## src/rtl/mmcs_pkg.sv

```systemverilog
// shared constants, codes and handshake structs for the matrix multiply block
// no dependencies; imported by every module of the block
`timescale 1ns / 1ps

package mmcs_pkg;

  // field widths
  localparam int MODE_W      = 3;
  localparam int IDX_FIELD_W = 3;
  localparam int VALUE_W     = 16;
  localparam int KIND_W      = 2;
  localparam int RESULT_W    = 48;
  localparam int ORDER_W     = 4;
  localparam int PROD_W      = 2 * VALUE_W;

  localparam int                 DEF_MAX_ORDER = 8;
  localparam logic [ORDER_W-1:0] ORDER_RESET   = 4'd8;

  // input transaction modes
  localparam logic [MODE_W-1:0] MODE_WR_A      = 3'd0;
  localparam logic [MODE_W-1:0] MODE_WR_B      = 3'd1;
  localparam logic [MODE_W-1:0] MODE_COMPUTE   = 3'd2;
  localparam logic [MODE_W-1:0] MODE_RD_ENTRY  = 3'd3;
  localparam logic [MODE_W-1:0] MODE_RD_COLSUM = 3'd4;

  // result kinds
  localparam logic [KIND_W-1:0] KIND_TOTAL  = 2'd0;
  localparam logic [KIND_W-1:0] KIND_ENTRY  = 2'd1;
  localparam logic [KIND_W-1:0] KIND_COLSUM = 2'd2;

  // controller to datapath commands
  typedef struct packed {
    logic              wr_a;
    logic              wr_b;
    logic              rd_prod;
    logic              rd_col;
    logic              clr_total;
    logic              mac_vld;
    logic              k_first;
    logic              k_last;
    logic              i_first;
    logic              i_last;
    logic              all_last;
    logic              out_load;
    logic [KIND_W-1:0] out_kind;
    logic              out_err;
  } cmd_t;

  // datapath to controller status
  typedef struct packed {
    logic mac_done;
    logic out_free;
  } stat_t;

endpackage

```

## src/rtl/mmcs_dp.sv

```systemverilog
// datapath: matrix memories, multiply-accumulate pipeline, sum stores, output register
// depends on mmcs_pkg
`timescale 1ns / 1ps

module mmcs_dp #(
  parameter int  MAX_ORDER = mmcs_pkg::DEF_MAX_ORDER,
  localparam int IDX_W     = $clog2(MAX_ORDER)
) (
  input  logic                                clk_i,
  input  logic                                rst_ni,
  input  mmcs_pkg::cmd_t                      cmd_i,
  output mmcs_pkg::stat_t                     stat_o,
  input  logic [2*IDX_W-1:0]                  wr_addr_i,
  input  logic [IDX_W-1:0]                    col_idx_i,
  input  logic signed [mmcs_pkg::VALUE_W-1:0] value_i,
  input  logic [IDX_W-1:0]                    mac_i_i,
  input  logic [IDX_W-1:0]                    mac_j_i,
  input  logic [IDX_W-1:0]                    mac_k_i,
  input  logic                                m_ready_i,
  output logic                                m_valid_o,
  output logic [mmcs_pkg::KIND_W-1:0]         m_kind_o,
  output logic [mmcs_pkg::RESULT_W-1:0]       m_result_o,
  output logic                                m_err_o
);
  import mmcs_pkg::*;

  localparam int ADDR_W    = 2 * IDX_W;
  localparam int MEM_DEPTH = 1 << ADDR_W;
  localparam int COL_DEPTH = 1 << IDX_W;
  localparam int C_W       = PROD_W + IDX_W;
  localparam int COL_W     = C_W + IDX_W;
  localparam int TOT_W     = COL_W + IDX_W;

  typedef struct packed {
    logic             vld;
    logic             k_first;
    logic             k_last;
    logic             i_first;
    logic             i_last;
    logic             all_last;
    logic [IDX_W-1:0] i;
    logic [IDX_W-1:0] j;
  } tag_t;

  logic signed [VALUE_W-1:0] mem_a [MEM_DEPTH];
  logic signed [VALUE_W-1:0] mem_b [MEM_DEPTH];
  logic signed [C_W-1:0]     mem_p [MEM_DEPTH];
  logic signed [COL_W-1:0]   mem_c [COL_DEPTH];

  logic signed [VALUE_W-1:0] a_q, b_q;
  logic signed [PROD_W-1:0]  prod_q;
  logic signed [C_W-1:0]     acc_q, acc_base;
  logic signed [COL_W-1:0]   col_q, col_base;
  logic signed [TOT_W-1:0]   total_q;
  logic signed [C_W-1:0]     prod_rd_q;
  logic signed [COL_W-1:0]   col_rd_q;
  tag_t                      t1_q, t2_q, t3_q, t4_q, t5_q;

  logic                      out_vld_q;
  logic [KIND_W-1:0]         out_kind_q;
  logic [RESULT_W-1:0]       out_res_q, out_res_d;
  logic                      out_err_q;

  // matrix loads
  always_ff @(posedge clk_i) begin
    if (cmd_i.wr_a) begin
      mem_a[wr_addr_i] <= value_i;
    end
    if (cmd_i.wr_b) begin
      mem_b[wr_addr_i] <= value_i;
    end
  end

  // operand fetch: a[i][k] and b[k][j]
  always_ff @(posedge clk_i) begin
    if (cmd_i.mac_vld) begin
      a_q <= mem_a[{mac_i_i, mac_k_i}];
      b_q <= mem_b[{mac_k_i, mac_j_i}];
    end
  end

  always_ff @(posedge clk_i or negedge rst_ni) begin
    if (!rst_ni) begin
      t1_q <= '0;
      t2_q <= '0;
      t3_q <= '0;
      t4_q <= '0;
      t5_q <= '0;
    end else begin
      t1_q <= '{vld: cmd_i.mac_vld, k_first: cmd_i.k_first, k_last: cmd_i.k_last,
                i_first: cmd_i.i_first, i_last: cmd_i.i_last, all_last: cmd_i.all_last,
                i: mac_i_i, j: mac_j_i};
      t2_q <= t1_q;
      t3_q <= t2_q;
      t4_q <= t3_q;
      t5_q <= t4_q;
    end
  end

  assign acc_base = t2_q.k_first ? '0 : acc_q;
  assign col_base = t3_q.i_first ? '0 : col_q;

  // multiply, accumulate over k, then fold into column and grand sums
  always_ff @(posedge clk_i) begin
    if (t1_q.vld) begin
      prod_q <= a_q * b_q;
    end
    if (t2_q.vld) begin
      acc_q <= acc_base + C_W'(prod_q);
    end
    if (t3_q.vld && t3_q.k_last) begin
      mem_p[{t3_q.i, t3_q.j}] <= acc_q;
      col_q                  <= col_base + COL_W'(acc_q);
    end
    if (t4_q.vld && t4_q.k_last && t4_q.i_last) begin
      mem_c[t4_q.j] <= col_q;
    end
  end

  always_ff @(posedge clk_i or negedge rst_ni) begin
    if (!rst_ni) begin
      total_q <= '0;
    end else if (cmd_i.clr_total) begin
      total_q <= '0;
    end else if (t4_q.vld && t4_q.k_last && t4_q.i_last) begin
      total_q <= total_q + TOT_W'(col_q);
    end
  end

  // read ports for stored results
  always_ff @(posedge clk_i) begin
    if (cmd_i.rd_prod) begin
      prod_rd_q <= mem_p[wr_addr_i];
    end
    if (cmd_i.rd_col) begin
      col_rd_q <= mem_c[col_idx_i];
    end
  end

  always_comb begin
    case (cmd_i.out_kind)
      KIND_TOTAL:  out_res_d = RESULT_W'(total_q);
      KIND_ENTRY:  out_res_d = RESULT_W'(prod_rd_q);
      KIND_COLSUM: out_res_d = RESULT_W'(col_rd_q);
      default:     out_res_d = '0;
    endcase
    if (cmd_i.out_err) begin
      out_res_d = '0;
    end
  end

  always_ff @(posedge clk_i or negedge rst_ni) begin
    if (!rst_ni) begin
      out_vld_q <= 1'b0;
    end else if (cmd_i.out_load) begin
      out_vld_q <= 1'b1;
    end else if (m_ready_i) begin
      out_vld_q <= 1'b0;
    end
  end

  always_ff @(posedge clk_i) begin
    if (cmd_i.out_load) begin
      out_kind_q <= cmd_i.out_kind;
      out_res_q  <= out_res_d;
      out_err_q  <= cmd_i.out_err;
    end
  end

  assign stat_o.mac_done = t5_q.vld && t5_q.all_last;
  assign stat_o.out_free = !out_vld_q || m_ready_i;

  assign m_valid_o  = out_vld_q;
  assign m_kind_o   = out_kind_q;
  assign m_result_o = out_res_q;
  assign m_err_o    = out_err_q;

endmodule

```

## config.mk

```make
export PLATFORM = sky130hd
export DESIGN_NAME = mmcs_dp
export DESIGN_NICKNAME = d
export VERILOG_FILES = /design/src/rtl/mmcs_pkg.sv /design/src/rtl/mmcs_dp.sv
export SDC_FILE = /design/constraint.sdc
export NUM_CORES = 2
export LEC_CHECK = 0
export ABC_CLOCK_PERIOD_IN_PS = 15950
export BUFFER_PORTS_ARGS = -buffer_cell sky130_fd_sc_hd__clkbuf_2
export CAP_MARGIN = 40
export CORE_MARGIN = 2
export CORE_UTILIZATION = 58
export CTS_BUF_LIST = sky130_fd_sc_hd__clkbuf_4
export DETAILED_ROUTE_END_ITERATION = 10
export PLACE_DENSITY = 0.74
export SYNTH_ARGS = -nofsm -noshare
export SYNTH_HDL_FRONTEND = slang
export SYNTH_MEMORY_MAX_BITS = 65536
export SYNTH_SLANG_ARGS = --single-unit
```

## constraint.sdc

```tcl
create_clock -name clk_i -period 15.95 [get_ports clk_i]
set_clock_uncertainty 0.15 [all_clocks]
set_input_delay 1.595 -clock clk_i [delete_from_list [all_inputs] [get_ports clk_i]]
set_output_delay 1.595 -clock clk_i [all_outputs]
set_load 0.05 [all_outputs]
```

==> flow_summary.rst <==
.. list-table::
   :header-rows: 1

   * - Metric
     - Value
   * - Global routing met3 resource utilization
     - 7.67%
   * - Detail-routed net length per standard cell
     - 30.7 um
   * - Area contributors post-synth
     - sky130_fd_sc_hd__edfxtp_1 74%, sky130_fd_sc_hd__mux4_2 8.6%, sky130_fd_sc_hd__fa_1 2.7%
   * - Global route hottest layer
     - met2
   * - Fmax
     - 0.150 GHz
   * - CTS hold repair buffers
     - 12
   * - Time the worst path needs with I/O delays and setup
     - 6.69 ns
   * - Clock tree from TritonCTS
     - yes
   * - Fill cell instance count of the final layout
     - 22,200
   * - Kind of start point of the critical path
     - register
   * - Final-report hold violation count
     - 0
   * - Cell area after synthesis
     - 0.197 mm^2
   * - Number of remaining DRC errors
     - 0
   * - Number of resized instances in the post-cts repair step
     - 0
   * - DR vias/cell
     - 6.56
   * - Cell Pwr Density
     - 167 mW/mm^2
   * - Post-CTS clock slew at the launch and capture registers of the worst setup and hold paths
     - 0.07 ns
   * - Maximum level of the CTS H-tree
     - 7
   * - Internal power of the cells
     - 25.4 mW
   * - Via Count
     - 110,000
   * - Area fraction of the dominant cell type after synthesis
     - 73.9%
   * - Clock latency of the later-clocked register in the worst-skew pair
     - 1.70 ns
   * - Overall overflow remaining after global route
     - 0
   * - Post-route worst hold slack
     - 0.198 ns
   * - Fraction of power consumed by sequential logic
     - 43.8%
   * - Critical-path cell with the highest stage delay
     - sky130_fd_sc_hd__fa_1
   * - Post-route worst setup slack
     - 9.26 ns
   * - Delay-heaviest family, CP
     - adder cells
   * - Ordered list of cells on the worst path
     - nand2_1 > inv_1 > fa_1 > fa_1 > fa_1 > fa_1 > fa_1 > fa_1 > ha_1 > o21a_1 > nor2_1 > nor2b_1 > and3b_1 > a21oi_1 > o211ai_1 > a21o_1 > a21oi_1 > xnor2_1
   * - Antenna violation net count after detailed routing
     - 0
   * - Y dimension of the die
     - 587 um
   * - Fraction of synthesis flops using an asynchronous set or reset pin
     - 1.74%
   * - Total wirelength of the detailed-routed design
     - 516,000 um
   * - Number of antenna violations at the first check in global routing
     - 25
   * - Sinks on the clock net
     - 4,932
   * - Num rows
     - 213
   * - Critical path fanouts, max
     - 16
   * - Start-to-end type of the worst setup path
     - register to register
   * - Worst EP arrival
     - 7.85 ns
   * - Status
     - completed
   * - Number of enable-type register cells in the synthesized netlist
     - 4,846
   * - Number of buffer and inverter stages on the critical path
     - 1
   * - Post-route standard cell area excluding fillers
     - 0.220 mm^2
   * - DR pass1 iterations
     - 6
   * - Width of the chip
     - 587 um
   * - Leading register cell type out of synthesis
     - sky130_fd_sc_hd__edfxtp_1
   * - Die ar.
     - 0.344 mm^2
   * - Starting DRT DRC Count
     - 15,800
   * - All-Layer GR Usage
     - 30.2%
   * - P_sw
     - 11.4 mW
   * - Post-synthesis sequential element count
     - 4,932
   * - Cells after synthesis
     - 10,300
   * - Final #Nets
     - 12,000
   * - Max VDD drop
     - 0.000405 V
   * - Kind of path behind the tightest hold check
     - register to register
   * - Max Buffers Root-to-Sink
     - 5
   * - DP Area
     - 0.205 mm^2
   * - Count of warnings emitted by yosys
     - 0
   * - Final Max Tran Viols
     - 0
   * - Synthesis-to-layout area growth
     - 12.0%
   * - Cell at the root of the clock tree
     - sky130_fd_sc_hd__clkbuf_4
   * - Slew HR
     - 27.4%
   * - Slew at the pin closest to its max-slew limit
     - 1.09 ns
   * - Core ar.
     - 0.337 mm^2
   * - I/O pin cnt
     - 106
   * - Distinct cell type count of the synthesized netlist
     - 80
   * - Setup TNS after final layout
     - 0 ns
   * - Cell accounting for the most synthesized area
     - sky130_fd_sc_hd__edfxtp_1
   * - Setup repair bufs after CTS
     - 0
   * - Required time reported for the critical path endpoint
     - 17.11 ns
   * - Category of the worst setup path capture point
     - register
   * - Number of clock buffers inserted by TritonCTS
     - 1,255
   * - Vias in the first global route
     - 111,000
   * - Proportion of synthesized chip area in sequential cells
     - 75.0%
   * - Wire length of the first global-routing pass
     - 749,000 um
   * - Logic gate share of total power
     - 28.5%
   * - Static power due to leakage
     - 73.2 nW
   * - Setup violators final
     - 0
   * - Fraction of met2 tracks used by global routing
     - 46.3%
   * - Gpl congestion
     - 0.881
   * - Overall power after layout
     - 36.8 mW
   * - Setup Slack @ Placement
     - 9.24 ns
   * - Final HPWL DP
     - 294,000 um
   * - Max cap viols
     - 0
   * - Avg Cell Area, Syn
     - 19.2 um^2
   * - Input/output buffers
     - 105
   * - Peak per-stage delay on the critical path
     - 0.90 ns
   * - Syn Nets
     - 10,800
   * - Most common cell on crit path
     - sky130_fd_sc_hd__fa_1
   * - Starting density of the core
     - 58.4%
   * - Share of post-route cells with drive strength above 1
     - 26.9%
   * - Unrepaired setup endpoints after global routing
     - false
   * - GR met1 Demand/Resource
     - 40.9%
   * - Clk network pwr share
     - 27.8%
   * - Share of the clock period used by the worst path after layout
     - 41.9%
   * - Largest net degree at the start of global routing
     - 140
   * - Switching Share
     - 31.0%
[worst reg2reg max path, cell delays in order, from the launching register on]
cell                       delay [ns]
sky130_fd_sc_hd__edfxtp_1        0.72
sky130_fd_sc_hd__nand2_1         0.21
sky130_fd_sc_hd__inv_1           0.17
sky130_fd_sc_hd__fa_1            0.55
sky130_fd_sc_hd__fa_1            0.90
sky130_fd_sc_hd__fa_1            0.53
sky130_fd_sc_hd__fa_1            0.58
sky130_fd_sc_hd__fa_1            0.44
sky130_fd_sc_hd__fa_1            0.44
sky130_fd_sc_hd__ha_1            0.33
sky130_fd_sc_hd__o21a_1          0.20
sky130_fd_sc_hd__nor2_1          0.14
sky130_fd_sc_hd__nor2b_1         0.11
sky130_fd_sc_hd__and3b_1         0.17
sky130_fd_sc_hd__a21oi_1         0.17
sky130_fd_sc_hd__o211ai_1        0.15
sky130_fd_sc_hd__a21o_1          0.18
sky130_fd_sc_hd__a21oi_1         0.18
sky130_fd_sc_hd__xnor2_1         0.09
[final timing paths]
path,slack [ns],to,start,cells past startpoint
min reg2reg,0.20,t3_q[7],t2_q[7],0
max reg2reg,9.26,prod_q[31],b_q[1],18
min,0.20,t3_q[7],t2_q[7],0
max,9.26,prod_q[31],b_q[1],18
min in group asynchronous,0.42,total_q[30],rst_ni,2
max in group asynchronous,13.99,t1_q[2],rst_ni,3
[power groups by stage]
stage,combinational (mW),clock [mW],sequential (mW)
finish,10.5,10.2,16.1
global route,11.7,11.0,16.1
CTS,10.4,10.4,16.1
detailed placement,10.3,0,16.4
global placement,9.94,0,16.4
floorplan,7.09,0,16.7
[state kept, by name, indices dropped and copies added (netlist names)]
signal,cells
col_rd_q,38
t3_q,11
mem_b,1024
a_q,16
t5_q,2
total_q,41
prod_q,32
mem_p,2240
t1_q,12
prod_rd_q,35
t4_q,7
t2_q,12
m_valid_o,1
mem_a,1024
b_q,16
m_err_o,1
m_result_o,41
col_q,38
acc_q,35
mem_c,304
m_kind_o,2
[cell families (layout without fill, tap and decap cells)]
| family | after synthesis | in the layout | share of synthesized area [%] |
|---|---|---|---|
| flip-flops | 4932 | 4932 | 75.0 |
| AO/OA/AOI/OAI | 1870 | 1870 | 6.94 |
| AND/OR/NAND/NOR | 1162 | 1162 | 2.89 |
| buffers and inverters | 882 | 2869 | 1.74 |
| multiplexers | 825 | 825 | 8.97 |
| adder cells (fa/ha/maj) | 458 | 458 | 3.92 |
| XOR/XNOR | 121 | 121 | 0.538 |
| other | 0 | 32 | 0 |
[per-stage QoR]
step,std cells,util (%)
floorplan,10300,-
global placement,14600,60.6
detailed placement,14700,60.9
CTS,16700,65.3
global route,16800,65.3
finish,16800,65.3
[cell type report]
| class | count | area [um^2] | area share (%) |
|---|---|---|---|
| Timing Repair Buffer | 509 | 4480 | 2.03 |
| Clock inverter | 253 | 1440 | 0.654 |
| Tap cell | 4515 | 5650 | 2.56 |
| Sequential cell | 4932 | 148000 | 67.0 |
| Antenna cell | 32 | 80.1 | 0.0363 |
| Inverter | 316 | 1190 | 0.538 |
| Clock buffer | 1791 | 13400 | 6.10 |
| Multi-Input combinational cell | 4436 | 46500 | 21.1 |
[Yosys cell counts, types with 88 or more instances]
cell / number
sky130_fd_sc_hd__buf_1: 88
sky130_fd_sc_hd__a21oi_1: 260
sky130_fd_sc_hd__a221oi_1: 226
sky130_fd_sc_hd__nor2_1: 350
sky130_fd_sc_hd__edfxtp_1: 4846
sky130_fd_sc_hd__clkbuf_1: 414
sky130_fd_sc_hd__a22oi_1: 673
sky130_fd_sc_hd__fa_1: 265
sky130_fd_sc_hd__and2_1: 134
sky130_fd_sc_hd__nand3_1: 90
sky130_fd_sc_hd__a31oi_1: 212
sky130_fd_sc_hd__ha_1: 193
sky130_fd_sc_hd__mux4_2: 748
sky130_fd_sc_hd__inv_1: 316
sky130_fd_sc_hd__a22o_1: 224
sky130_fd_sc_hd__nand2_1: 255
[cell usage in the layout, fill, tap and decap left out, types with 21 or more instances in the layout]
| cell | n |
|---|---|
| sky130_fd_sc_hd__dfrtp_1 | 86 |
| sky130_fd_sc_hd__o21a_1 | 24 |
| sky130_fd_sc_hd__a21o_1 | 64 |
| sky130_fd_sc_hd__o21ai_0 | 69 |
| sky130_fd_sc_hd__mux4_2 | 748 |
| sky130_fd_sc_hd__nand2b_1 | 32 |
| sky130_fd_sc_hd__clkinv_1 | 192 |
| sky130_fd_sc_hd__mux2i_1 | 39 |
| sky130_fd_sc_hd__nor2_1 | 269 |
| sky130_fd_sc_hd__a31oi_1 | 212 |
| sky130_fd_sc_hd__a221oi_1 | 226 |
| sky130_fd_sc_hd__ha_1 | 193 |
| sky130_fd_sc_hd__buf_16 | 21 |
| sky130_fd_sc_hd__buf_4 | 352 |
| sky130_fd_sc_hd__nor2b_1 | 82 |
| sky130_fd_sc_hd__and2_1 | 132 |
| sky130_fd_sc_hd__fa_1 | 265 |
| sky130_fd_sc_hd__nand3_1 | 88 |
| sky130_fd_sc_hd__nor3_1 | 25 |
| sky130_fd_sc_hd__a211oi_1 | 21 |
| sky130_fd_sc_hd__nand2_1 | 253 |
| sky130_fd_sc_hd__buf_12 | 22 |
| sky130_fd_sc_hd__inv_1 | 315 |
| sky130_fd_sc_hd__mux2_2 | 38 |
| sky130_fd_sc_hd__clkbuf_2 | 80 |
| sky130_fd_sc_hd__nand4_1 | 75 |
| sky130_fd_sc_hd__a22oi_1 | 673 |
| sky130_fd_sc_hd__clkbuf_4 | 1792 |
| sky130_fd_sc_hd__edfxtp_1 | 4846 |
| sky130_fd_sc_hd__a22o_1 | 224 |
| sky130_fd_sc_hd__xor2_1 | 35 |
| sky130_fd_sc_hd__a21oi_1 | 260 |
| sky130_fd_sc_hd__nor2_4 | 67 |
| sky130_fd_sc_hd__diode_2 | 32 |
| sky130_fd_sc_hd__xnor2_1 | 86 |
[metal layers]
layer	share of wire (%)	vias up	wire length, um
met2	47	8002	242000
met3	12	1239	63400
li1	-	45100	-
met1	36	55700	187000
met5	0.032	-	163
met4	4.5	24	23400
Power figures use the tool's default switching activity.
