--- config.mk ---
export PLATFORM = sky130hd
export DESIGN_NAME = mmcs_ctrl
export DESIGN_NICKNAME = d
export VERILOG_FILES = /design/src/rtl/mmcs_pkg.sv /design/src/rtl/mmcs_ctrl.sv
export SDC_FILE = /design/constraint.sdc
export NUM_CORES = 1
export LEC_CHECK = 0
export ABC_CLOCK_PERIOD_IN_PS = 2750
export BUFFER_PORTS_ARGS = -buffer_cell sky130_fd_sc_hd__buf_2
export CAP_MARGIN = 20
export CORE_ASPECT_RATIO = 0.7
export CORE_MARGIN = 5
export CORE_UTILIZATION = 40
export CTS_CLUSTER_DIAMETER = 100
export DETAILED_ROUTE_END_ITERATION = 8
export GPL_ROUTABILITY_DRIVEN = 1
export PLACE_DENSITY_LB_ADDON = 0.08
export SLEW_MARGIN = 20
export SYNTH_ARGS = -nofsm -noshare
export SYNTH_HDL_FRONTEND = slang
export SYNTH_SLANG_ARGS = --single-unit
--- constraint.sdc ---
create_clock -name clk_i -period 2.75 [get_ports clk_i]
set_input_delay 0.1375 -clock clk_i [delete_from_list [all_inputs] [get_ports clk_i]]
set_output_delay 0.1375 -clock clk_i [all_outputs]
set_load 0.05 [all_outputs]
--- src/rtl/mmcs_pkg.sv ---
// shared constants, codes and handshake structs for the matrix multiply block
// no dependencies; imported by every module of the block
`timescale 1ns / 1ps

package mmcs_pkg;

  // field widths
  localparam int MODE_W      = 3;
  localparam int IDX_FIELD_W = 3;
  localparam int VALUE_W     = 16;
  localparam int KIND_W      = 2;
  localparam int RESULT_W    = 48;
  localparam int ORDER_W     = 4;
  localparam int PROD_W      = 2 * VALUE_W;

  localparam int                 DEF_MAX_ORDER = 8;
  localparam logic [ORDER_W-1:0] ORDER_RESET   = 4'd8;

  // input transaction modes
  localparam logic [MODE_W-1:0] MODE_WR_A      = 3'd0;
  localparam logic [MODE_W-1:0] MODE_WR_B      = 3'd1;
  localparam logic [MODE_W-1:0] MODE_COMPUTE   = 3'd2;
  localparam logic [MODE_W-1:0] MODE_RD_ENTRY  = 3'd3;
  localparam logic [MODE_W-1:0] MODE_RD_COLSUM = 3'd4;

  // result kinds
  localparam logic [KIND_W-1:0] KIND_TOTAL  = 2'd0;
  localparam logic [KIND_W-1:0] KIND_ENTRY  = 2'd1;
  localparam logic [KIND_W-1:0] KIND_COLSUM = 2'd2;

  // controller to datapath commands
  typedef struct packed {
    logic              wr_a;
    logic              wr_b;
    logic              rd_prod;
    logic              rd_col;
    logic              clr_total;
    logic              mac_vld;
    logic              k_first;
    logic              k_last;
    logic              i_first;
    logic              i_last;
    logic              all_last;
    logic              out_load;
    logic [KIND_W-1:0] out_kind;
    logic              out_err;
  } cmd_t;

  // datapath to controller status
  typedef struct packed {
    logic mac_done;
    logic out_free;
  } stat_t;

endpackage

--- src/rtl/mmcs_ctrl.sv ---
// controller: order register, command decode and the j/i/k loop sequencer
// depends on mmcs_pkg
`timescale 1ns / 1ps

module mmcs_ctrl #(
  parameter int  MAX_ORDER = mmcs_pkg::DEF_MAX_ORDER,
  localparam int IDX_W     = $clog2(MAX_ORDER)
) (
  input  logic                                clk_i,
  input  logic                                rst_ni,
  input  logic                                cfg_we_i,
  input  logic [mmcs_pkg::ORDER_W-1:0]        cfg_wdata_i,
  input  logic                                s_valid_i,
  output logic                                s_ready_o,
  input  logic [mmcs_pkg::MODE_W-1:0]         mode_i,
  input  logic [mmcs_pkg::IDX_FIELD_W-1:0]    row_i,
  input  logic [mmcs_pkg::IDX_FIELD_W-1:0]    col_i,
  output mmcs_pkg::cmd_t                      cmd_o,
  input  mmcs_pkg::stat_t                     stat_i,
  output logic [2*IDX_W-1:0]                  wr_addr_o,
  output logic [IDX_W-1:0]                    col_idx_o,
  output logic [IDX_W-1:0]                    mac_i_o,
  output logic [IDX_W-1:0]                    mac_j_o,
  output logic [IDX_W-1:0]                    mac_k_o
);
  import mmcs_pkg::*;

  localparam int OW = $clog2(MAX_ORDER + 1);
  localparam int CW = (OW > ORDER_W) ? OW : ORDER_W;

  localparam logic [1:0] ST_IDLE  = 2'd0;
  localparam logic [1:0] ST_MAC   = 2'd1;
  localparam logic [1:0] ST_DRAIN = 2'd2;
  localparam logic [1:0] ST_RESP  = 2'd3;

  logic [1:0]         state_q, state_d;
  logic [ORDER_W-1:0] order_q;
  logic [IDX_W-1:0]   i_q, i_d, j_q, j_d, k_q, k_d;
  logic [KIND_W-1:0]  kind_q, kind_d;
  logic               err_q, err_d;

  logic [CW-1:0] order_x, max_x, n_x, n_m1, row_x, col_x;
  logic          rc_ok, c_ok, n_zero, accept;
  logic          k_last, i_last, j_last;

  // effective order saturates at the array size
  assign order_x = CW'(order_q);
  assign max_x   = CW'(MAX_ORDER);
  assign n_x     = (order_x > max_x) ? max_x : order_x;
  assign n_m1    = n_x - CW'(1);
  assign n_zero  = (n_x == '0);
  assign row_x   = CW'(row_i);
  assign col_x   = CW'(col_i);
  assign c_ok    = (col_x < n_x);
  assign rc_ok   = (row_x < n_x) && c_ok;

  assign k_last = (CW'(k_q) == n_m1);
  assign i_last = (CW'(i_q) == n_m1);
  assign j_last = (CW'(j_q) == n_m1);

  assign s_ready_o = (state_q == ST_IDLE);
  assign accept    = s_valid_i && s_ready_o;

  always_comb begin
    state_d = state_q;
    i_d     = i_q;
    j_d     = j_q;
    k_d     = k_q;
    kind_d  = kind_q;
    err_d   = err_q;
    cmd_o   = '0;
    unique case (state_q)
      ST_IDLE: begin
        if (accept) begin
          unique case (mode_i)
            MODE_WR_A: cmd_o.wr_a = rc_ok;
            MODE_WR_B: cmd_o.wr_b = rc_ok;
            MODE_COMPUTE: begin
              cmd_o.clr_total = 1'b1;
              kind_d          = KIND_TOTAL;
              err_d           = 1'b0;
              i_d             = '0;
              j_d             = '0;
              k_d             = '0;
              state_d         = n_zero ? ST_RESP : ST_MAC;
            end
            MODE_RD_ENTRY: begin
              cmd_o.rd_prod = rc_ok;
              kind_d        = KIND_ENTRY;
              err_d         = !rc_ok;
              state_d       = ST_RESP;
            end
            MODE_RD_COLSUM: begin
              cmd_o.rd_col = c_ok;
              kind_d       = KIND_COLSUM;
              err_d        = !c_ok;
              state_d      = ST_RESP;
            end
            default: ;
          endcase
        end
      end
      ST_MAC: begin
        cmd_o.mac_vld  = 1'b1;
        cmd_o.k_first  = (k_q == '0);
        cmd_o.k_last   = k_last;
        cmd_o.i_first  = (i_q == '0);
        cmd_o.i_last   = i_last;
        cmd_o.all_last = k_last && i_last && j_last;
        if (k_last) begin
          k_d = '0;
          if (i_last) begin
            i_d = '0;
            if (j_last) begin
              j_d     = '0;
              state_d = ST_DRAIN;
            end else begin
              j_d = j_q + IDX_W'(1);
            end
          end else begin
            i_d = i_q + IDX_W'(1);
          end
        end else begin
          k_d = k_q + IDX_W'(1);
        end
      end
      ST_DRAIN: begin
        if (stat_i.mac_done) begin
          state_d = ST_RESP;
        end
      end
      ST_RESP: begin
        if (stat_i.out_free) begin
          cmd_o.out_load = 1'b1;
          state_d        = ST_IDLE;
        end
      end
      default: state_d = ST_IDLE;
    endcase
    cmd_o.out_kind = kind_q;
    cmd_o.out_err  = err_q;
  end

  always_ff @(posedge clk_i or negedge rst_ni) begin
    if (!rst_ni) begin
      state_q <= ST_IDLE;
      order_q <= ORDER_RESET;
      i_q     <= '0;
      j_q     <= '0;
      k_q     <= '0;
      kind_q  <= KIND_TOTAL;
      err_q   <= 1'b0;
    end else begin
      state_q <= state_d;
      i_q     <= i_d;
      j_q     <= j_d;
      k_q     <= k_d;
      kind_q  <= kind_d;
      err_q   <= err_d;
      if (cfg_we_i) begin
        order_q <= cfg_wdata_i;
      end
    end
  end

  assign wr_addr_o = {row_x[IDX_W-1:0], col_x[IDX_W-1:0]};
  assign col_idx_o = col_x[IDX_W-1:0];
  assign mac_i_o   = i_q;
  assign mac_j_o   = j_q;
  assign mac_k_o   = k_q;

  a_load_free: assert property (@(posedge clk_i) disable iff (!rst_ni)
    cmd_o.out_load |-> stat_i.out_free)
    else $error("result loaded over an unaccepted transaction");

  a_done_drain: assert property (@(posedge clk_i) disable iff (!rst_ni)
    stat_i.mac_done |-> (state_q == ST_DRAIN))
    else $error("pipeline finished outside drain");

  a_write_idle: assert property (@(posedge clk_i) disable iff (!rst_ni)
    (cmd_o.wr_a || cmd_o.wr_b) |-> (accept && !cmd_o.mac_vld))
    else $error("matrix write without an input transaction");

  a_mac_next: assert property (@(posedge clk_i) disable iff (!rst_ni)
    cmd_o.mac_vld |=> (state_q == ST_MAC || state_q == ST_DRAIN))
    else $error("loop left without draining");

endmodule
==> run_summary.xml, run 1 <==
<?xml version="1.0" encoding="UTF-8"?>
<metrics>
  <group name="synth">
    <metric name="count_of_unique_library_cells_instantiated_by_yosys" unit="">44</metric>
    <metric name="syn-cell-area" unit="µm²">1539</metric>
    <metric name="syn-num-nets" unit="">204</metric>
    <metric name="synthesis_stage_register_bit_count" unit="">18</metric>
    <metric name="synth.yosys.seq_area_share" unit="">0.2935</metric>
    <metric name="async_set_or_reset_register_ratio_after_synthesis" unit="">1.000</metric>
    <metric name="synthFlopType" unit="">sky130_fd_sc_hd__dfrtp_1</metric>
    <metric name="post_synth_inst_count" unit="">170</metric>
    <metric name="syn-mean-instance-area" unit="µm²">9.053</metric>
    <metric name="number_of_enable_type_register_cells_in_the_synthesized_netlist" unit="">0</metric>
    <metric name="yosysWarningCount" unit="">0</metric>
  </group>
  <group name="die">
    <metric name="initial_core_util" unit="">0.4244</metric>
    <metric name="die_x" unit="µm">84.14</metric>
    <metric name="row_count" unit="">18</metric>
    <metric name="top_level_ports" unit="">53</metric>
    <metric name="design.core.area" unit="µm²">3626</metric>
    <metric name="floorplan.die.height" unit="µm">61.90</metric>
    <metric name="die-area" unit="µm²">5208</metric>
  </group>
  <group name="placed_design">
    <metric name="port_buffers" unit="">52</metric>
    <metric name="routability_driven_placement_congestion_ratio" unit="">0.8339</metric>
    <metric name="dpl.hpwl" unit="µm">3157</metric>
  </group>
  <group name="clock_tree">
    <metric name="clkTransAtPathRegs" unit="ns">0.07</metric>
    <metric name="cts_tree" unit="">done</metric>
    <metric name="clock_tree.buffer_depth" unit="">2</metric>
    <metric name="cts-htree-levels" unit="">1</metric>
    <metric name="cts.sinks" unit="">18</metric>
    <metric name="cts_inserted_buffers" unit="">3</metric>
    <metric name="clock_root_cell" unit="">sky130_fd_sc_hd__clkbuf_8</metric>
    <metric name="clkLatencyLatePin" unit="ns">0.26</metric>
  </group>
  <group name="timing">
    <metric name="setup_viol_count_final" unit="">0</metric>
    <metric name="drv_slew" unit="">0</metric>
    <metric name="min_period" unit="ns">2.633</metric>
    <metric name="finClkSkew" unit="ns">0.002390</metric>
    <metric name="grt_setup_unrepaired" unit="">yes</metric>
    <metric name="relative_slew_margins" unit="">0.6829</metric>
    <metric name="worst_pin_slew" unit="ns">0.4713</metric>
    <metric name="holdWs" unit="ns">0.08986</metric>
    <metric name="fmax" unit="MHz">379.8</metric>
    <metric name="hold_viol_final" unit="">0</metric>
    <metric name="period_share" unit="">0.9574</metric>
  </group>
  <group name="cells_and_area">
    <metric name="layout.filler_cells" unit="">352</metric>
    <metric name="drive_gt1_frac" unit="">0.3704</metric>
    <metric name="finalCoreUtilization" unit="">0.5297</metric>
    <metric name="nets" unit="">251</metric>
    <metric name="syn_to_final_growth" unit="%">24.80</metric>
    <metric name="antennaDiodeCount" unit="">0</metric>
  </group>
  <group name="power_and_ir_drop">
    <metric name="power.density_cell_area" unit="nW/µm²">907.0</metric>
    <metric name="ir_drop" unit="mV">0.6531</metric>
    <metric name="power.total" unit="µW">1742</metric>
    <metric name="pleak" unit="µW">0.0009730</metric>
  </group>
  <group name="setup_path">
    <metric name="timing.critical_path.max_delay_family" unit="">flip-flops</metric>
    <metric name="crit_chain" unit="">buf_4, nor2b_4, inv_1, ha_1, or2_2, a221oi_2, o21bai_2, nor4_2, clkbuf_4</metric>
    <metric name="timing.critical_path.fanout_max" unit="">6</metric>
    <metric name="cp.required" unit="ns">2.61</metric>
    <metric name="cp-end-kind" unit="">primary output</metric>
    <metric name="arrival_time_of_data_at_the_critical_path_endpoint" unit="ns">2.50</metric>
    <metric name="critPathLaunchType" unit="">register</metric>
    <metric name="cp_slowest_cell" unit="">sky130_fd_sc_hd__dfstp_2</metric>
    <metric name="critical_path_class" unit="">reg -&gt; out</metric>
    <metric name="cpPeakStageDelay" unit="ns">0.57</metric>
    <metric name="crit_buf_inv" unit="">3</metric>
  </group>
  <group name="detailed_routing">
    <metric name="ant_nets" unit="">0</metric>
    <metric name="drc" unit="">0</metric>
    <metric name="post_drt_via_cell_ratio" unit="">5.184</metric>
    <metric name="drt_iter0_markers" unit="">41</metric>
    <metric name="routedWlPerCell" unit="µm">14.42</metric>
    <metric name="total_wirelength" unit="µm">3835</metric>
    <metric name="via_count_of_the_routed_design" unit="">1379</metric>
    <metric name="number_of_optimization_iterations_in_the_first_detailed_route_pass" unit="">4</metric>
  </group>
  <group name="global_routing">
    <metric name="grt-ovfl-total" unit="">0</metric>
    <metric name="grt_first_pass_wirelength" unit="µm">6072</metric>
    <metric name="grt.total_usage" unit="">0.1491</metric>
    <metric name="number_of_antenna_violations_at_the_first_check_in_global_routing" unit="">0</metric>
    <metric name="grt_start_max_net_pins" unit="">19</metric>
    <metric name="grt_pass1_vias" unit="">1273</metric>
  </group>
  <group name="hold_path">
    <metric name="hold_path_class" unit="">in -&gt; reg</metric>
  </group>
  <group name="flow_run">
    <metric name="cap_violations" unit="">0</metric>
  </group>
  <group name="outcome">
    <metric name="run_status" unit="">complete, no violations</metric>
  </group>
</metrics>
==> kinds of logic (layout without fill, tap and decap cells) <==
family / count (synthesis) / count (layout) / share of synthesized area
multiplexers: 7 / 7 / 0.04959
AO/OA/AOI/OAI: 37 / 37 / 0.1667
buffers and inverters: 29 / 75 / 0.1000
XOR/XNOR: 10 / 10 / 0.07480
adder cells (fa/ha/maj): 15 / 15 / 0.1220
flip-flops: 18 / 18 / 0.2935
AND/OR/NAND/NOR: 54 / 54 / 0.1935
==> metrics by stage <==
stage	TNS (ns)	setup WS, ns	std cells	instance area [µm²]
final	0	0.1171	266	1921
after CTS	0	0.02849	263	1888
after floorplan	-0.4281	-0.4281	170	1580
after global placement	0	0.2686	258	1805
after detailed placement	0	0.1607	258	1805
after global routing	-0.003783	-0.003783	266	1921
==> report_power, final <==
part	leakage, µW	internal, µW	switching, µW	total, µW
clock network	0.0000288	127	93.2	221
registers	0.000230	333	79.2	413
logic	0.000714	348	761	1110
==> layout by cell type, fill, tap and decap left out, types with 4 or more instances in the layout <==
cell type / count
sky130_fd_sc_hd__buf_4: 4
sky130_fd_sc_hd__dfrtp_1: 17
sky130_fd_sc_hd__inv_1: 14
sky130_fd_sc_hd__nor2_1: 13
sky130_fd_sc_hd__nand2_1: 12
sky130_fd_sc_hd__a21oi_1: 5
sky130_fd_sc_hd__o21ai_0: 11
sky130_fd_sc_hd__nand3_1: 4
sky130_fd_sc_hd__a31oi_1: 4
sky130_fd_sc_hd__xnor2_1: 7
sky130_fd_sc_hd__clkbuf_8: 4
sky130_fd_sc_hd__ha_1: 15
sky130_fd_sc_hd__buf_2: 49
sky130_fd_sc_hd__mux2_2: 5
==> worst reg2reg max path: stages (launching register included) <==
cell and delay, ns:
sky130_fd_sc_hd__dfstp_2 0.57, sky130_fd_sc_hd__nand2b_2 0.21, sky130_fd_sc_hd__ha_1 0.24, sky130_fd_sc_hd__xnor3_1 0.47, sky130_fd_sc_hd__a31o_2 0.32, sky130_fd_sc_hd__nand3_1 0.15
sky130_fd_sc_hd__mux2_2 0.35
==> registers in the layout, summed over array words and instances (netlist names) <==
register and flops:
mac_i_o 3, mac_j_o 3, mac_k_o 3, order_q 4, state_q 2, err_q 1
kind_q 2
==> what timing repair did <==
item / CTS / global route
buffers inserted: 0 / 3
endpoints found under the hold margin: 17 / 0
hold buffers: 1 / 0
endpoints found under the setup margin: 3 / 5
resized for setup: 6 / 4
pin swaps: 0 / 4
==> final cells by class <==
cell class	instances	area [µm²]	share of cell area
Multi-Input combinational cell	123	991.0	0.5160
Tap cell	50	62.56	0.03257
Timing Repair Buffer	56	304.0	0.1583
Inverter	15	56.30	0.02932
Clock buffer	4	55.05	0.02866
Sequential cell	18	451.7	0.2352
==> cell usage after synthesis, types with 2 or more instances <==
cell | n | area (µm²)
sky130_fd_sc_hd__xnor3_1 | 2 | 45.04
sky130_fd_sc_hd__clkbuf_1 | 3 | 11.26
sky130_fd_sc_hd__xnor2_1 | 7 | 61.31
sky130_fd_sc_hd__buf_4 | 10 | 75.07
sky130_fd_sc_hd__nand2b_1 | 2 | 12.51
sky130_fd_sc_hd__a31oi_1 | 4 | 25.02
sky130_fd_sc_hd__a31o_2 | 3 | 26.28
sky130_fd_sc_hd__nor2b_1 | 3 | 18.77
sky130_fd_sc_hd__nor2_1 | 13 | 48.80
sky130_fd_sc_hd__mux2i_1 | 2 | 20.02
sky130_fd_sc_hd__mux2_2 | 5 | 56.30
sky130_fd_sc_hd__nor4_1 | 2 | 12.51
sky130_fd_sc_hd__nor3b_1 | 4 | 30.03
sky130_fd_sc_hd__nand4_1 | 3 | 18.77
sky130_fd_sc_hd__a21oi_1 | 5 | 25.02
sky130_fd_sc_hd__dfrtp_1 | 17 | 425.4
sky130_fd_sc_hd__nand3_1 | 4 | 20.02
sky130_fd_sc_hd__o21ai_0 | 11 | 55.05
sky130_fd_sc_hd__inv_1 | 15 | 56.30
sky130_fd_sc_hd__o41ai_1 | 2 | 17.52
sky130_fd_sc_hd__ha_1 | 15 | 187.7
sky130_fd_sc_hd__nand2_1 | 13 | 48.80
sky130_fd_sc_hd__or3b_1 | 2 | 17.52
sky130_fd_sc_hd__a21o_1 | 3 | 22.52
==> per-layer routing <==
metal,GRT usage,up-vias,wire (µm)
li1,-,690,-
met1,0.2073,639,1875
met2,0.2303,47,1666
met3,0.04480,3,279
met4,0.03670,0,14
met5,0,-,0
==> final timing paths <==
| path | slack (ns) | cells past startpoint | from | endpoint |
|---|---|---|---|---|
| worst max-delay path | 0.12 | 9 | order_q[3] | cmd_o[14] |
| worst min-delay path | 0.09 | 2 | cfg_we_i | order_q[3] |
| worst max register to register | 0.34 | 6 | order_q[3] | mac_j_o[1] |
| worst min register to register | 0.56 | 2 | kind_q[1] | kind_q[1] |
| max in group asynchronous | 2.06 | 2 | rst_ni | order_q[3] |
| min in group asynchronous | 0.35 | 2 | rst_ni | err_q |
(Power assumes the default switching activity.)
==> inputs of run 2 (changes only) <==
--- a/config.mk
+++ b/config.mk
@@ -5,7 +5,7 @@
 export SDC_FILE = /design/constraint.sdc
 export NUM_CORES = 1
 export LEC_CHECK = 0
-export ABC_CLOCK_PERIOD_IN_PS = 2750
+export ABC_CLOCK_PERIOD_IN_PS = 2450
 export BUFFER_PORTS_ARGS = -buffer_cell sky130_fd_sc_hd__buf_2
 export CAP_MARGIN = 20
 export CORE_ASPECT_RATIO = 0.7
@@ -13,8 +13,8 @@
 export CORE_UTILIZATION = 40
 export CTS_CLUSTER_DIAMETER = 100
 export DETAILED_ROUTE_END_ITERATION = 8
-export GPL_ROUTABILITY_DRIVEN = 1
-export PLACE_DENSITY_LB_ADDON = 0.08
+export GPL_ROUTABILITY_DRIVEN = 0
+export PLACE_DENSITY = 0.62
 export SLEW_MARGIN = 20
 export SYNTH_ARGS = -nofsm -noshare
 export SYNTH_HDL_FRONTEND = slang
==> constraint.sdc (replaced) <==
create_clock -name clk_i -period 2.45 [get_ports clk_i]
set_input_delay 0.1225 -clock clk_i [delete_from_list [all_inputs] [get_ports clk_i]]
set_output_delay 0.1225 -clock clk_i [all_outputs]
set_load 0.05 [all_outputs]
==> run 2 against run 1 <==
Compared with the run above:
- final cell count up 3.4%
- setup slack worse by 0.090 ns
- wire length up 8.8%
- critical path depth down 1
- largest power group unchanged
- highest routed layer unchanged
- via count up 5.1%
- core utilization up 4.2 points
==> run_summary.xml, run 2 (synthesized netlist as in run 1, its figures left out) <==
<?xml version="1.0" encoding="UTF-8"?>
<metrics>
  <group name="outcome">
    <metric name="run_status" unit="">complete, no violations</metric>
  </group>
  <group name="hold_path">
    <metric name="whs_endpoint" unit="">order_q[0]</metric>
    <metric name="hold_path_class" unit="">in -&gt; reg</metric>
    <metric name="hold-path-cell-count" unit="">2</metric>
    <metric name="startpoint_of_the_lowest_slack_hold_path" unit="">cfg_wdata_i[0]</metric>
  </group>
  <group name="cells_and_area">
    <metric name="antennaDiodeCount" unit="">0</metric>
    <metric name="drive_gt1_frac" unit="">0.4267</metric>
    <metric name="nets" unit="">260</metric>
    <metric name="layout.cell_area.non_filler" unit="µm²">2072</metric>
    <metric name="number_of_flip_flops_under_the_largest_register_name" unit="">4</metric>
    <metric name="final_common_cell" unit="">sky130_fd_sc_hd__buf_2</metric>
    <metric name="top_library_cells_by_usage_in_the_layout_fill_and_taps_aside" unit="">sky130_fd_sc_hd__buf_2 (48), sky130_fd_sc_hd__dfrtp_1 (17), sky130_fd_sc_hd__inv_1 (13), sky130_fd_sc_hd__ha_1 (13), sky130_fd_sc_hd__buf_4 (12)</metric>
    <metric name="registers.top_by_ff_count" unit="">order_q</metric>
    <metric name="syn_to_final_growth" unit="%">34.63</metric>
    <metric name="finalCoreUtilization" unit="">0.5714</metric>
    <metric name="layout.filler_cells" unit="">324</metric>
  </group>
  <group name="die">
    <metric name="floorplan.die.height" unit="µm">61.90</metric>
    <metric name="row_count" unit="">18</metric>
    <metric name="design.core.area" unit="µm²">3626</metric>
    <metric name="die_x" unit="µm">84.14</metric>
    <metric name="top_level_ports" unit="">53</metric>
    <metric name="die-area" unit="µm²">5208</metric>
    <metric name="initial_core_util" unit="">0.4244</metric>
  </group>
  <group name="clock_tree">
    <metric name="clock_root_cell" unit="">sky130_fd_sc_hd__clkbuf_8</metric>
    <metric name="clock_tree.buffer_depth" unit="">2</metric>
    <metric name="cts_inserted_buffers" unit="">3</metric>
    <metric name="cts_tree" unit="">done</metric>
    <metric name="clkTransAtPathRegs" unit="ns">0.08</metric>
    <metric name="clkLatencyLatePin" unit="ns">0.27</metric>
    <metric name="cts-htree-levels" unit="">1</metric>
    <metric name="cts.sinks" unit="">18</metric>
  </group>
  <group name="setup_path">
    <metric name="arrival_time_of_data_at_the_critical_path_endpoint" unit="ns">2.30</metric>
    <metric name="critical_path.reg2reg.endpoint" unit="">mac_i_o[0]</metric>
    <metric name="critPathLaunchType" unit="">register</metric>
    <metric name="worst-r2r-cell-count" unit="">7</metric>
    <metric name="critical_path_class" unit="">reg -&gt; out</metric>
    <metric name="cp.required" unit="ns">2.33</metric>
    <metric name="timing.rr.start" unit="">order_q[3]</metric>
    <metric name="cp-end-kind" unit="">primary output</metric>
    <metric name="timing.critical_path.fanout_max" unit="">5</metric>
    <metric name="ff2ff_setup_slack" unit="ns">0.08</metric>
  </group>
  <group name="placed_design">
    <metric name="port_buffers" unit="">52</metric>
    <metric name="dpl.hpwl" unit="µm">3369</metric>
    <metric name="detailed_place.area" unit="µm²">1889</metric>
  </group>
  <group name="timing">
    <metric name="hold_viol_final" unit="">0</metric>
    <metric name="holdWs" unit="ns">0.08952</metric>
    <metric name="drv_slew" unit="">0</metric>
    <metric name="setup_viol_count_final" unit="">0</metric>
    <metric name="fmax" unit="MHz">412.8</metric>
    <metric name="period_share" unit="">0.9889</metric>
    <metric name="finClkSkew" unit="ns">0.009670</metric>
    <metric name="grt_setup_unrepaired" unit="">yes</metric>
    <metric name="worst_pin_slew" unit="ns">0.6427</metric>
    <metric name="fin_setup_tns" unit="ns">0</metric>
    <metric name="min_period" unit="ns">2.423</metric>
    <metric name="relative_slew_margins" unit="">0.5676</metric>
  </group>
  <group name="power_and_ir_drop">
    <metric name="ir_drop" unit="mV">0.7660</metric>
    <metric name="pleak" unit="µW">0.001032</metric>
    <metric name="power.density_cell_area" unit="nW/µm²">999.8</metric>
  </group>
  <group name="global_routing">
    <metric name="grt_first_pass_wirelength" unit="µm">6741</metric>
    <metric name="grt_pass1_vias" unit="">1403</metric>
    <metric name="grt.total_usage" unit="">0.1653</metric>
    <metric name="grt_start_max_net_pins" unit="">19</metric>
    <metric name="number_of_antenna_violations_at_the_first_check_in_global_routing" unit="">0</metric>
    <metric name="grt-ovfl-total" unit="">0</metric>
  </group>
  <group name="flow_run">
    <metric name="cap_violations" unit="">0</metric>
  </group>
  <group name="detailed_routing">
    <metric name="routedWlPerCell" unit="µm">15.18</metric>
    <metric name="ant_nets" unit="">0</metric>
    <metric name="via_count_of_the_routed_design" unit="">1449</metric>
    <metric name="drc" unit="">0</metric>
    <metric name="drt_iter0_markers" unit="">129</metric>
    <metric name="number_of_optimization_iterations_in_the_first_detailed_route_pass" unit="">4</metric>
    <metric name="total_wirelength" unit="µm">4174</metric>
    <metric name="post_drt_via_cell_ratio" unit="">5.269</metric>
  </group>
</metrics>
-- run 2: metal layers --
metal,track usage,up-vias,wire [µm]
li1,-,705,-
met1,0.2131,698,1948
met2,0.2798,38,1941
met3,0.04743,8,219
met4,0.04128,0,64
met5,0,-,0
-- run 2: critical path, cell delays in order, from the launching register on --
cell                       delay [ns]
sky130_fd_sc_hd__dfstp_2         0.59
sky130_fd_sc_hd__inv_2           0.06
sky130_fd_sc_hd__nand2_4         0.08
sky130_fd_sc_hd__ha_4            0.19
sky130_fd_sc_hd__a211o_1         0.30
sky130_fd_sc_hd__a221oi_4        0.27
sky130_fd_sc_hd__o21bai_4        0.12
sky130_fd_sc_hd__nor4b_4         0.23
sky130_fd_sc_hd__buf_6           0.19
-- run 2: cell type report --
type	count	area (µm²)	area share
Sequential cell	18	451.7	0.2180
Inverter	15	56.30	0.02717
Clock buffer	4	45.04	0.02174
Multi-Input combinational cell	123	1071	0.5169
Tap cell	50	62.56	0.03019
Timing Repair Buffer	65	385.4	0.1860
-- run 2: timing repair --
action,CTS,global route
hold endpoints to repair,17,0
setup buffers,2,3
resized for setup,9,14
pin swaps,0,4
hold buffers,1,0
setup endpoints to repair,6,8
-- run 2: metrics by stage --
stage,power (µW),instances,setup WS [ns]
after floorplan,1480,170,-0.2350
after global placement,1745,265,0.1032
after detailed placement,1777,265,-0.001264
after CTS,2037,272,-0.04405
after global routing,2219,275,-0.08999
final,2072,275,0.02724
-- run 2: how the worst max path moves through the flow --
stage,to,depth (start not counted),startpoint,slack (ns)
after detailed placement,cmd_o[13],8,order_q[3],-0.001
after global placement,cmd_o[13],8,order_q[3],0.10
after CTS,cmd_o[13],8,order_q[3],-0.04
after floorplan,cmd_o[4],9,order_q[3],-0.24
final,cmd_o[13],8,order_q[3],0.03
after global routing,mac_i_o[0],6,order_q[3],-0.09
-- run 2: power by group --
group	switching, µW	internal (µW)
clock network	112	116
registers	88.6	374
logic	917	464
==> inputs of run 3 (changes only) <==
--- a/config.mk
+++ b/config.mk
@@ -5,7 +5,7 @@
 export SDC_FILE = /design/constraint.sdc
 export NUM_CORES = 1
 export LEC_CHECK = 0
-export ABC_CLOCK_PERIOD_IN_PS = 2450
+export ABC_CLOCK_PERIOD_IN_PS = 2900
 export BUFFER_PORTS_ARGS = -buffer_cell sky130_fd_sc_hd__buf_2
 export CAP_MARGIN = 20
 export CORE_ASPECT_RATIO = 0.7
==> constraint.sdc (replaced) <==
create_clock -name clk_i -period 2.9 [get_ports clk_i]
set_input_delay 0.145 -clock clk_i [delete_from_list [all_inputs] [get_ports clk_i]]
set_output_delay 0.145 -clock clk_i [all_outputs]
set_load 0.05 [all_outputs]
==> run 3 against run 2 <==
Compared with the run above:
- critical path depth did not move
- clock power fell by 7%
- first-iteration DRC count rose by 3.1%
- hold slack improved by 0.028 ns
- cell area fell by 9.5%
- largest power group unchanged
==> run_summary.xml, run 3 (synthesized netlist as in run 1, its figures left out) <==
<?xml version="1.0" encoding="UTF-8"?>
<metrics>
  <group name="timing">
    <metric name="period_share" unit="">0.9358</metric>
    <metric name="holdWs" unit="ns">0.1177</metric>
    <metric name="drv_slew" unit="">0</metric>
    <metric name="relative_slew_margins" unit="">0.5911</metric>
    <metric name="finClkSkew" unit="ns">0.002295</metric>
    <metric name="worst_pin_slew" unit="ns">0.6077</metric>
    <metric name="grt_setup_unrepaired" unit="">no</metric>
    <metric name="min_period" unit="ns">2.714</metric>
    <metric name="setup_viol_count_final" unit="">0</metric>
    <metric name="fmax" unit="MHz">368.5</metric>
    <metric name="hold_viol_final" unit="">0</metric>
    <metric name="fin_setup_tns" unit="ns">0</metric>
  </group>
  <group name="setup_path">
    <metric name="cpMostUsedCell" unit="">sky130_fd_sc_hd__nand2_1</metric>
    <metric name="arrival_time_of_data_at_the_critical_path_endpoint" unit="ns">2.57</metric>
    <metric name="critPathLaunchType" unit="">register</metric>
    <metric name="cpPeakStageDelay" unit="ns">0.62</metric>
    <metric name="ff2ff_setup_slack" unit="ns">0.36</metric>
    <metric name="timing.critical_path.fanout_max" unit="">9</metric>
    <metric name="critical_path_class" unit="">reg -&gt; out</metric>
    <metric name="crit_chain" unit="">inv_1, nand2_1, ha_1, xnor2_1, nor2_1, nand2_1, nor4bb_4, buf_6</metric>
    <metric name="cp.required" unit="ns">2.76</metric>
    <metric name="cp-end-kind" unit="">primary output</metric>
    <metric name="cp_slowest_cell" unit="">sky130_fd_sc_hd__dfstp_2</metric>
  </group>
  <group name="cells_and_area">
    <metric name="top_library_cells_by_usage_in_the_layout_fill_and_taps_aside" unit="">sky130_fd_sc_hd__buf_2 (50), sky130_fd_sc_hd__dfrtp_1 (17), sky130_fd_sc_hd__inv_1 (15), sky130_fd_sc_hd__ha_1 (15)</metric>
    <metric name="registers.top_by_ff_count" unit="">order_q</metric>
    <metric name="nets" unit="">248</metric>
    <metric name="number_of_flip_flops_under_the_largest_register_name" unit="">4</metric>
    <metric name="drive_gt1_frac" unit="">0.3474</metric>
    <metric name="finalCoreUtilization" unit="">0.5173</metric>
    <metric name="final_common_cell" unit="">sky130_fd_sc_hd__buf_2</metric>
    <metric name="layout.filler_cells" unit="">372</metric>
    <metric name="antennaDiodeCount" unit="">0</metric>
    <metric name="syn_to_final_growth" unit="%">21.87</metric>
    <metric name="layout.cell_area.non_filler" unit="µm²">1876</metric>
  </group>
  <group name="placed_design">
    <metric name="port_buffers" unit="">52</metric>
    <metric name="dpl.hpwl" unit="µm">3231</metric>
    <metric name="detailed_place.area" unit="µm²">1797</metric>
  </group>
  <group name="clock_tree">
    <metric name="clkLatencyLatePin" unit="ns">0.26</metric>
    <metric name="clock_tree.buffer_depth" unit="">2</metric>
    <metric name="cts-htree-levels" unit="">1</metric>
    <metric name="cts.sinks" unit="">18</metric>
    <metric name="postCtsSetupRepairBufs" unit="">0</metric>
    <metric name="cts_tree" unit="">done</metric>
    <metric name="cts_inserted_buffers" unit="">3</metric>
    <metric name="clock_root_cell" unit="">sky130_fd_sc_hd__clkbuf_8</metric>
    <metric name="clkTransAtPathRegs" unit="ns">0.07</metric>
  </group>
  <group name="power_and_ir_drop">
    <metric name="switching_share" unit="">0.5410</metric>
    <metric name="power.density_cell_area" unit="nW/µm²">884.6</metric>
    <metric name="pleak" unit="µW">0.0009529</metric>
    <metric name="power.net_switching" unit="µW">897.5</metric>
    <metric name="combinationalPowerShare" unit="">0.635</metric>
    <metric name="share_clk_of_total_power" unit="">0.128</metric>
    <metric name="internal_power" unit="µW">761.6</metric>
    <metric name="sequentialPowerShare" unit="">0.237</metric>
    <metric name="ir_drop" unit="mV">0.5455</metric>
  </group>
  <group name="detailed_routing">
    <metric name="number_of_optimization_iterations_in_the_first_detailed_route_pass" unit="">5</metric>
    <metric name="total_wirelength" unit="µm">3994</metric>
    <metric name="ant_nets" unit="">0</metric>
    <metric name="post_drt_via_cell_ratio" unit="">5.259</metric>
    <metric name="drt_iter0_markers" unit="">133</metric>
    <metric name="drc" unit="">0</metric>
    <metric name="via_count_of_the_routed_design" unit="">1383</metric>
    <metric name="routedWlPerCell" unit="µm">15.19</metric>
  </group>
  <group name="global_routing">
    <metric name="number_of_antenna_violations_at_the_first_check_in_global_routing" unit="">0</metric>
    <metric name="grt.total_usage" unit="">0.1646</metric>
    <metric name="grt_pass1_vias" unit="">1411</metric>
    <metric name="grt_first_pass_wirelength" unit="µm">6741</metric>
    <metric name="grt_start_max_net_pins" unit="">19</metric>
    <metric name="grt-ovfl-total" unit="">0</metric>
  </group>
  <group name="die">
    <metric name="die_x" unit="µm">84.14</metric>
    <metric name="design.core.area" unit="µm²">3626</metric>
    <metric name="top_level_ports" unit="">53</metric>
    <metric name="initial_core_util" unit="">0.4244</metric>
    <metric name="row_count" unit="">18</metric>
    <metric name="die-area" unit="µm²">5208</metric>
    <metric name="floorplan.die.height" unit="µm">61.90</metric>
  </group>
  <group name="hold_path">
    <metric name="hold_path_class" unit="">in -&gt; reg</metric>
  </group>
  <group name="outcome">
    <metric name="run_status" unit="">complete, no violations</metric>
  </group>
  <group name="flow_run">
    <metric name="cap_violations" unit="">0</metric>
  </group>
</metrics>
[run 3: worst max-delay path: cells and delay by family (launching register included)]
family / cells / cell delay (ns)
xor gates and xnor gates: 1 / 0.15
adders and majority gates: 1 / 0.31
buffers and inverters: 2 / 0.32
DFF: 1 / 0.62
and+or+nand+nor: 4 / 0.89
[run 3: power by group through the flow]
stage	registers (µW)	logic [µW]	clock network, µW
floorplan	504	712	0
global placement	393	1020	0
detailed placement	396	1050	0
CTS	392	1050	219
global route	401	1160	230
finish	394	1050	212
[run 3: path summary, 6_finish.rpt]
check                                from         end  cells past startpoint
hold reg to reg                 kind_q[1]   kind_q[1]                      2
setup reg to reg               order_q[3]  mac_j_o[1]                      7
max in group asynchronous          rst_ni  order_q[3]                      2
min in group asynchronous          rst_ni  mac_j_o[0]                      2
hold / removal             cfg_wdata_i[1]  order_q[1]                      2
setup / recovery               order_q[3]    cmd_o[4]                      8
[run 3: final cells by class]
| cell class | count | area [µm²] | share of cell area |
|---|---|---|---|
| sequential | 18 | 451.7 | 0.2408 |
| tap | 50 | 62.56 | 0.03336 |
| multi-input combinational | 123 | 970.9 | 0.5177 |
| clock buffer | 4 | 55.05 | 0.02935 |
| inverter | 15 | 56.30 | 0.03002 |
| timing repair buffer | 53 | 279.0 | 0.1488 |
[run 3: per-layer routing]
| layer | wire [µm] | track usage | up-vias | part of all wire |
|---|---|---|---|---|
| met3 | 283 | 0.04216 | 4 | 0.071 |
| met2 | 1784 | 0.2719 | 47 | 0.45 |
| met1 | 1897 | 0.2226 | 647 | 0.47 |
| li1 | - | - | 685 | - |
| met4 | 29 | 0.03440 | 0 | 0.0073 |
| met5 | 0 | 0 | - | 0 |
[run 3: metrics by stage]
| step | power [µW] | instances | setup slack, ns |
|---|---|---|---|
| after floorplan | 1216 | 170 | -0.2856 |
| after CTS | 1664 | 263 | 0.05261 |
| after detailed placement | 1445 | 258 | 0.3562 |
| after global routing | 1794 | 263 | 0.02074 |
| after global placement | 1414 | 258 | 0.3975 |
| final | 1659 | 263 | 0.1861 |
[run 3: repair_timing]
action,CTS,global route
endpoints found under the hold margin,17,0
gates resized for setup,0,7
endpoints found under the setup margin,0,2
hold buffers,1,0
